### src/sv/bec_pkg.sv
// Shared types and constants for the byte escape codec.
// Used by bec_engine and byte_escape_codec_unit; depends on nothing.
`default_nettype none

package bec_pkg;

    localparam int unsigned BYTE_W    = 8;
    localparam int unsigned COUNT_W   = 4;
    localparam int unsigned CFG_IDX_W = 3;
    localparam int unsigned CFG_W     = 64;

    localparam logic [CFG_IDX_W-1:0] REG_MODE    = 3'd0;
    localparam logic [CFG_IDX_W-1:0] REG_ESCAPE  = 3'd1;
    localparam logic [CFG_IDX_W-1:0] REG_COUNT   = 3'd2;
    localparam logic [CFG_IDX_W-1:0] REG_AVOID   = 3'd3;
    localparam logic [CFG_IDX_W-1:0] REG_REPLACE = 3'd4;

    localparam logic MODE_ENCODE = 1'b0;
    localparam logic MODE_DECODE = 1'b1;

    localparam logic [BYTE_W-1:0] ESCAPE_RESET = 8'd92;

    typedef enum logic [1:0] {
        ERR_NONE      = 2'd0,
        ERR_ILLEGAL   = 2'd1,
        ERR_TRUNCATED = 2'd2
    } err_t;

    typedef struct packed {
        logic [BYTE_W-1:0] data;
        logic              last;
        logic              run_end;
        err_t              error_code;
    } result_t;

endpackage

`default_nettype wire

### src/sv/bec_engine.sv
// Per-byte escape/unescape logic with the decode state bits.
// Depends on bec_pkg; instantiated by byte_escape_codec_unit.
`default_nettype none

module bec_engine #(
    parameter int unsigned MAX_PAIRS = 8
) (
    input  wire logic                                 clk,
    input  wire logic                                 rst_n,
    input  wire logic                                 consume,
    input  wire logic                                 mode,
    input  wire logic [bec_pkg::BYTE_W-1:0]           escape_byte,
    input  wire logic [bec_pkg::COUNT_W-1:0]          pair_count,
    input  wire logic [MAX_PAIRS-1:0][bec_pkg::BYTE_W-1:0] avoid_table,
    input  wire logic [MAX_PAIRS-1:0][bec_pkg::BYTE_W-1:0] replace_table,
    input  wire logic [bec_pkg::BYTE_W-1:0]           in_byte,
    input  wire logic                                 in_last,
    output logic [1:0]                                result_count,
    output bec_pkg::result_t                          result0,
    output bec_pkg::result_t                          result1
);

    logic escape_pending_reg;
    logic escape_pending_next;
    logic discarding_reg;
    logic discarding_next;
    logic [MAX_PAIRS-1:0] avoid_hit;
    logic [MAX_PAIRS-1:0] replace_hit;
    logic [bec_pkg::BYTE_W-1:0] replace_sel;
    logic [bec_pkg::BYTE_W-1:0] avoid_sel;

    // The descending scan leaves the lowest matching entry selected.
    always_comb
    begin
        replace_sel = '0;
        avoid_sel   = '0;
        for (int k = 0; k < MAX_PAIRS; k++)
        begin
            avoid_hit[k]   = (bec_pkg::COUNT_W'(k) < pair_count) &&
                             (avoid_table[k] == in_byte);
            replace_hit[k] = (bec_pkg::COUNT_W'(k) < pair_count) &&
                             (replace_table[k] == in_byte);
        end
        for (int k = MAX_PAIRS - 1; k >= 0; k--)
        begin
            if (avoid_hit[k])
            begin
                replace_sel = replace_table[k];
            end
            if (replace_hit[k])
            begin
                avoid_sel = avoid_table[k];
            end
        end
    end

    always_comb
    begin
        result_count        = 2'd0;
        result0             = '0;
        result1             = '0;
        escape_pending_next = escape_pending_reg;
        discarding_next     = discarding_reg;
        if (mode == bec_pkg::MODE_ENCODE)
        begin
            escape_pending_next = 1'b0;
            discarding_next     = 1'b0;
            if (in_byte == escape_byte)
            begin
                result_count = 2'd2;
                result0 = '{escape_byte, 1'b0, 1'b0, bec_pkg::ERR_NONE};
                result1 = '{escape_byte, in_last, 1'b1, bec_pkg::ERR_NONE};
            end
            else if (|avoid_hit)
            begin
                result_count = 2'd2;
                result0 = '{escape_byte, 1'b0, 1'b0, bec_pkg::ERR_NONE};
                result1 = '{replace_sel, in_last, 1'b1, bec_pkg::ERR_NONE};
            end
            else
            begin
                result_count = 2'd1;
                result0 = '{in_byte, in_last, 1'b1, bec_pkg::ERR_NONE};
            end
        end
        else if (discarding_reg)
        begin
            if (in_last)
            begin
                discarding_next = 1'b0;
            end
        end
        else if (escape_pending_reg)
        begin
            escape_pending_next = 1'b0;
            result_count        = 2'd1;
            if (in_byte == escape_byte)
            begin
                result0 = '{escape_byte, in_last, 1'b1, bec_pkg::ERR_NONE};
            end
            else if (|replace_hit)
            begin
                result0 = '{avoid_sel, in_last, 1'b1, bec_pkg::ERR_NONE};
            end
            else
            begin
                discarding_next = !in_last;
                result0 = '{'0, 1'b1, 1'b1, bec_pkg::ERR_ILLEGAL};
            end
        end
        else if (in_byte == escape_byte)
        begin
            if (in_last)
            begin
                result_count = 2'd1;
                result0 = '{'0, 1'b1, 1'b1, bec_pkg::ERR_TRUNCATED};
            end
            else
            begin
                escape_pending_next = 1'b1;
            end
        end
        else
        begin
            result_count = 2'd1;
            result0 = '{in_byte, in_last, 1'b1, bec_pkg::ERR_NONE};
        end
    end

    always_ff @(posedge clk or negedge rst_n)
    begin
        if (!rst_n)
        begin
            escape_pending_reg <= 1'b0;
            discarding_reg     <= 1'b0;
        end
        else if (consume)
        begin
            escape_pending_reg <= escape_pending_next;
            discarding_reg     <= discarding_next;
        end
    end

endmodule

`default_nettype wire

### src/sv/byte_escape_codec_unit.sv
// Top level of the byte escape codec: configuration registers, input stage and result queue.
// Depends on bec_pkg and bec_engine.
//
//  channel | handshake            | payload
//  --------+----------------------+-------------------------------------------
//  input   | in_valid / in_ready  | in_byte, in_last
//  output  | out_valid / out_ready| out_byte, out_last, run_end, error_code
//  config  | cfg_we (no wait)     | cfg_index, cfg_data
//
// A byte waits in the input stage until the result queue is empty, or holds one entry
// that is being taken; its results are then written into the queue. A doubled byte fills
// both entries of the two-entry result queue that feeds the single output port.
// Back-pressure on the output holds the queue and then the input stage.
// Reset clears the configuration to its defaults, the decode state and all valid flags.
`default_nettype none

module byte_escape_codec_unit #(
    parameter int unsigned MAX_PAIRS = 8
) (
    input  wire logic                             clk,
    input  wire logic                             rst_n,
    input  wire logic                             in_valid,
    output logic                                  in_ready,
    input  wire logic [bec_pkg::BYTE_W-1:0]       in_byte,
    input  wire logic                             in_last,
    output logic                                  out_valid,
    input  wire logic                             out_ready,
    output logic [bec_pkg::BYTE_W-1:0]            out_byte,
    output logic                                  out_last,
    output logic                                  run_end,
    output logic [1:0]                            error_code,
    input  wire logic                             cfg_we,
    input  wire logic [bec_pkg::CFG_IDX_W-1:0]    cfg_index,
    input  wire logic [bec_pkg::CFG_W-1:0]        cfg_data
);

    localparam int unsigned TABLE_W = MAX_PAIRS * bec_pkg::BYTE_W;

    logic                                           mode_reg;
    logic [bec_pkg::BYTE_W-1:0]                     escape_reg;
    logic [bec_pkg::COUNT_W-1:0]                    count_reg;
    logic [MAX_PAIRS-1:0][bec_pkg::BYTE_W-1:0]      avoid_reg;
    logic [MAX_PAIRS-1:0][bec_pkg::BYTE_W-1:0]      replace_reg;

    logic                                           stage_valid_reg;
    logic [bec_pkg::BYTE_W-1:0]                     stage_byte_reg;
    logic                                           stage_last_reg;

    logic [1:0]                                     fill_reg;
    bec_pkg::result_t                               slot0_reg;
    bec_pkg::result_t                               slot1_reg;

    logic                                           pop;
    logic                                           advance;
    logic [1:0]                                     result_count;
    bec_pkg::result_t                               result0;
    bec_pkg::result_t                               result1;

    always_ff @(posedge clk or negedge rst_n)
    begin
        if (!rst_n)
        begin
            mode_reg    <= bec_pkg::MODE_ENCODE;
            escape_reg  <= bec_pkg::ESCAPE_RESET;
            count_reg   <= '0;
            avoid_reg   <= '0;
            replace_reg <= '0;
        end
        else if (cfg_we)
        begin
            case (cfg_index)
                bec_pkg::REG_MODE:    mode_reg    <= cfg_data[0];
                bec_pkg::REG_ESCAPE:  escape_reg  <= cfg_data[bec_pkg::BYTE_W-1:0];
                bec_pkg::REG_COUNT:   count_reg   <= cfg_data[bec_pkg::COUNT_W-1:0];
                bec_pkg::REG_AVOID:   avoid_reg   <= cfg_data[TABLE_W-1:0];
                bec_pkg::REG_REPLACE: replace_reg <= cfg_data[TABLE_W-1:0];
                default: ;
            endcase
        end
    end

    assign pop      = out_valid && out_ready;
    assign advance  = stage_valid_reg && ((fill_reg == 2'd0) || ((fill_reg == 2'd1) && pop));
    assign in_ready = !stage_valid_reg || advance;

    bec_engine #(
        .MAX_PAIRS(MAX_PAIRS)
    ) u_engine (
        .clk          (clk),
        .rst_n        (rst_n),
        .consume      (advance),
        .mode         (mode_reg),
        .escape_byte  (escape_reg),
        .pair_count   (count_reg),
        .avoid_table  (avoid_reg),
        .replace_table(replace_reg),
        .in_byte      (stage_byte_reg),
        .in_last      (stage_last_reg),
        .result_count (result_count),
        .result0      (result0),
        .result1      (result1)
    );

    always_ff @(posedge clk or negedge rst_n)
    begin
        if (!rst_n)
        begin
            stage_valid_reg <= 1'b0;
        end
        else if (in_ready)
        begin
            stage_valid_reg <= in_valid;
        end
    end

    always_ff @(posedge clk)
    begin
        if (in_ready && in_valid)
        begin
            stage_byte_reg <= in_byte;
            stage_last_reg <= in_last;
        end
    end

    always_ff @(posedge clk or negedge rst_n)
    begin
        if (!rst_n)
        begin
            fill_reg <= 2'd0;
        end
        else if (advance)
        begin
            fill_reg <= result_count;
        end
        else if (pop)
        begin
            fill_reg <= fill_reg - 2'd1;
        end
    end

    always_ff @(posedge clk)
    begin
        if (advance)
        begin
            slot0_reg <= result0;
            slot1_reg <= result1;
        end
        else if (pop)
        begin
            slot0_reg <= slot1_reg;
        end
    end

    assign out_valid  = (fill_reg != 2'd0);
    assign out_byte   = slot0_reg.data;
    assign out_last   = slot0_reg.last;
    assign run_end    = slot0_reg.run_end;
    assign error_code = slot0_reg.error_code;

endmodule

`default_nettype wire
### config.mk
export PLATFORM = sky130hd
export DESIGN_NAME = byte_escape_codec_unit
export DESIGN_NICKNAME = d
export VERILOG_FILES = /design/src/sv/bec_pkg.sv /design/src/sv/bec_engine.sv /design/src/sv/byte_escape_codec_unit.sv
export SDC_FILE = /design/constraint.sdc
export NUM_CORES = 1
export LEC_CHECK = 0
export BUFFER_PORTS_ARGS = -buffer_cell sky130_fd_sc_hd__buf_4
export CAP_MARGIN = 15
export CORE_ASPECT_RATIO = 0.7
export CORE_UTILIZATION = 60
export CTS_CLUSTER_SIZE = 8
export DETAILED_ROUTE_END_ITERATION = 8
export PLACE_DENSITY = 0.82
export SETUP_SLACK_MARGIN = 0.02
export SYNTH_ARGS = -nofsm -noshare
export SYNTH_HDL_FRONTEND = slang
export SYNTH_SLANG_ARGS = --single-unit
### constraint.sdc
create_clock -name clk -period 3.6 [get_ports clk]
set_input_delay 0.54 -clock clk [delete_from_list [all_inputs] [get_ports clk]]
set_output_delay 0.54 -clock clk [all_outputs]
set_load 0.01 [all_outputs]
==> flow_summary.json <==
{
  "outcome": "finished clean",
  "synth-edff-count": 31,
  "rsz0062_at_grt": "no",
  "grt_usage_pct": 37.57,
  "gr-total-overflow": 0,
  "met2WireLength_um": 12290,
  "grt_max_degree": 84,
  "avgSynthCellArea_sq_um": 11.15,
  "drive_above_1_share_pct": 31.26,
  "ys_seq_area_share_pct": 45.57,
  "wl_um": 31030,
  "r2r-end": "out_byte[6]",
  "synthArstFlopShare_pct": 82.49,
  "synthesis.nets": 986,
  "path_cells": "buf_4 -> xor2_1 -> nor4_1 -> nand3_1 -> nand2_1 -> nor2_1 -> o31ai_1 -> a31oi_1 -> o311ai_0",
  "io_pins": 95,
  "post-route-util_pct": 71.67,
  "die_w_um": 156.9,
  "synth_ff_type": "dfrtp_1",
  "port_buffers": 94,
  "htreeDepth": 4,
  "cp_slowest_cell": "o311ai_0",
  "layout.cells.most_common": "mux2_2",
  "endpoint_kind": "flip-flop",
  "hold_class": "in2async",
  "cts_tree": "yes",
  "post-route-min-period_ns": 3.412,
  "start_util_pct": 61.62,
  "finalSetupTns_ns": 0,
  "p_per_area_nw_per_um2": 609.0,
  "clk_pin_slew_ns": 0.07,
  "max_stage_delay_ns": 0.63,
  "dieArea_sq_um": 17320,
  "final_hold_viol_count": 0,
  "via_per_inst": 6.540,
  "die_h_um": 110.4,
  "placementRows": 39,
  "reg2reg_slack_ns": 0.19,
  "dr.pass1.iters": 7,
  "startpoint_type": "flip-flop",
  "cts_resized": 0,
  "fmax_mhz": 293.1,
  "post-route-period-util_pct": 94.78,
  "crit_family": "compound AO/OA/AOI/OAI gates",
  "first_iter_violations": 945,
  "slew_headroom_pct": 36.40,
  "insertion_delay_ns": 0.44,
  "nNetsFinal": 1081,
  "leakagePower_nw": 4.811,
  "drv_cap": 0,
  "arrival_ns": 3.57,
  "r2r_start": "stage_byte_reg[7]",
  "drcViolationCount": 0,
  "cts_hold_buf": 0,
  "antennaDiodeCount": 0,
  "netlist_area_sq_um": 10070,
  "ys_ff_latch": 177,
  "worstMarginPinSlew_ns": 0.9541,
  "r2r.worst_path.cells": 9,
  "synthToLayoutAreaGrowth_pct": 16.32,
  "max-vdd-ir-drop_mv": 0.3387,
  "setup_viol": 0,
  "cts_buffers": 17,
  "layout_common_cells": "143 x mux2_2, 142 x dfrtp_1, 121 x buf_4",
  "grt_pass1_wl_um": 47230,
  "fill_cells": 1189,
  "critPathBufInv": 1,
  "antenna_found_initial": 0,
  "wl_met1_um": 14010,
  "clockBufferDepth": 2,
  "post_cts_buffers": 0,
  "synth_warnings": 0,
  "clock_skew_ns": 0.008726,
  "crit_type": "reg2reg",
  "wire_per_inst_um": 25.11,
  "path_max_fanout": 10,
  "required_ns": 3.76,
  "gp_congestion": 1.050,
  "ant_nets": 0,
  "highest_layer": "met4",
  "grt_pass1_vias": 7827,
  "dp_hpwl_um": 22670,
  "num_vias": 8084,
  "core_sq_um": 16350,
  "root_buffer": "clkbuf_16",
  "yosysUniqueCellTypes": 66,
  "cts_sinks": 177,
  "slew_violations": 0,
  "syn_inst": 903,
  "finalPower_mw": 7.135,
  "wl_met3_um": 4081
}
==> power by group <==
| part | switching, mW | internal, mW | total (mW) |
|---|---|---|---|
| Clock | 0.874 | 0.920 | 1.79 |
| Combinational | 1.07 | 1.05 | 2.13 |
| Sequential | 0.612 | 2.60 | 3.21 |
| Total | 2.56 | 4.57 | 7.13 |
==> stage by stage <==
step / std cells / area, sq um / hold slack, ns / worst slack (ns)
2_1_floorplan: 903 / 10070 / 0.2444 / 0.9163
3_3_place_gp: 1204 / 11150 / 0.5216 / 0.4649
3_5_place_dp: 1204 / 11150 / 0.5213 / 0.4572
4_1_cts: 1236 / 11720 / 0.1693 / 0.4444
5_1_grt: 1236 / 11720 / 0.1861 / 0.08916
6_report: 1236 / 11720 / 0.1380 / 0.1878
==> layout make-up <==
type | instances | area (sq um) | area share (%)
multi-input combinational | 664 | 5171 | 44.14
clock buffer | 18 | 429.2 | 3.663
sequential | 177 | 4589 | 39.17
tap | 225 | 281.5 | 2.403
clock inverter | 14 | 135.1 | 1.153
inverter | 8 | 30.03 | 0.2563
timing repair buffer | 130 | 1080 | 9.216
==> worst register-to-register path: stages, from the launching register on <==
cell,delay (ns)
edfxtp_1,0.56
buf_4,0.26
xor2_1,0.16
nor4_1,0.29
nand3_1,0.36
nand2_1,0.16
nor2_1,0.05
o31ai_1,0.48
a31oi_1,0.18
o311ai_0,0.63
==> cells in the mapped netlist, types with 10 or more instances <==
master / n / area (sq um)
a211oi_1: 14 / 105.1
a21oi_1: 13 / 65.06
buf_4: 12 / 90.09
clkbuf_1: 31 / 116.4
dfrtp_1: 142 / 3553
edfxtp_1: 31 / 930.9
mux2_2: 143 / 1610
nand2_1: 52 / 195.2
nand2b_1: 12 / 75.07
nand4_1: 24 / 150.1
nor2_1: 60 / 225.2
nor3_1: 35 / 175.2
nor4_1: 10 / 62.56
o21ai_0: 20 / 100.1
xnor2_1: 95 / 832.1
xor2_1: 42 / 367.9
==> layer usage <==
layer,vias to the layer above,global-route usage [%]
met5,-,0
met4,0,10.98
met3,59,12.68
met2,538,49.16
met1,4005,57.97
li1,3482,-
==> worst max-delay path by stage <==
stage                            from           to  slack [ns]  cells past startpoint
CTS                      count_reg[3]  out_byte[6]        0.44                      8
global placement         count_reg[3]  out_byte[1]        0.46                      8
finish              stage_byte_reg[7]  out_byte[6]        0.19                      9
floorplan                count_reg[2]  out_byte[5]        0.92                     11
global route        stage_byte_reg[7]  out_byte[6]        0.09                      9
detailed placement       count_reg[3]  out_byte[6]        0.46                      8
==> kinds of logic (layout without fill, tap and decap cells) <==
family / Yosys count / in the layout / share of synthesized area (%)
buffers and inverters: 62 / 170 / 3.267
xor gates and xnor gates: 137 / 137 / 11.91
AOI/OAI and AO/OA: 126 / 126 / 9.491
and+or+nand+nor: 249 / 249 / 12.83
muxes: 150 / 150 / 16.68
DFF: 177 / 177 / 45.57
adders and majority gates: 2 / 2 / 0.2484
(Power assumes the default switching activity.)
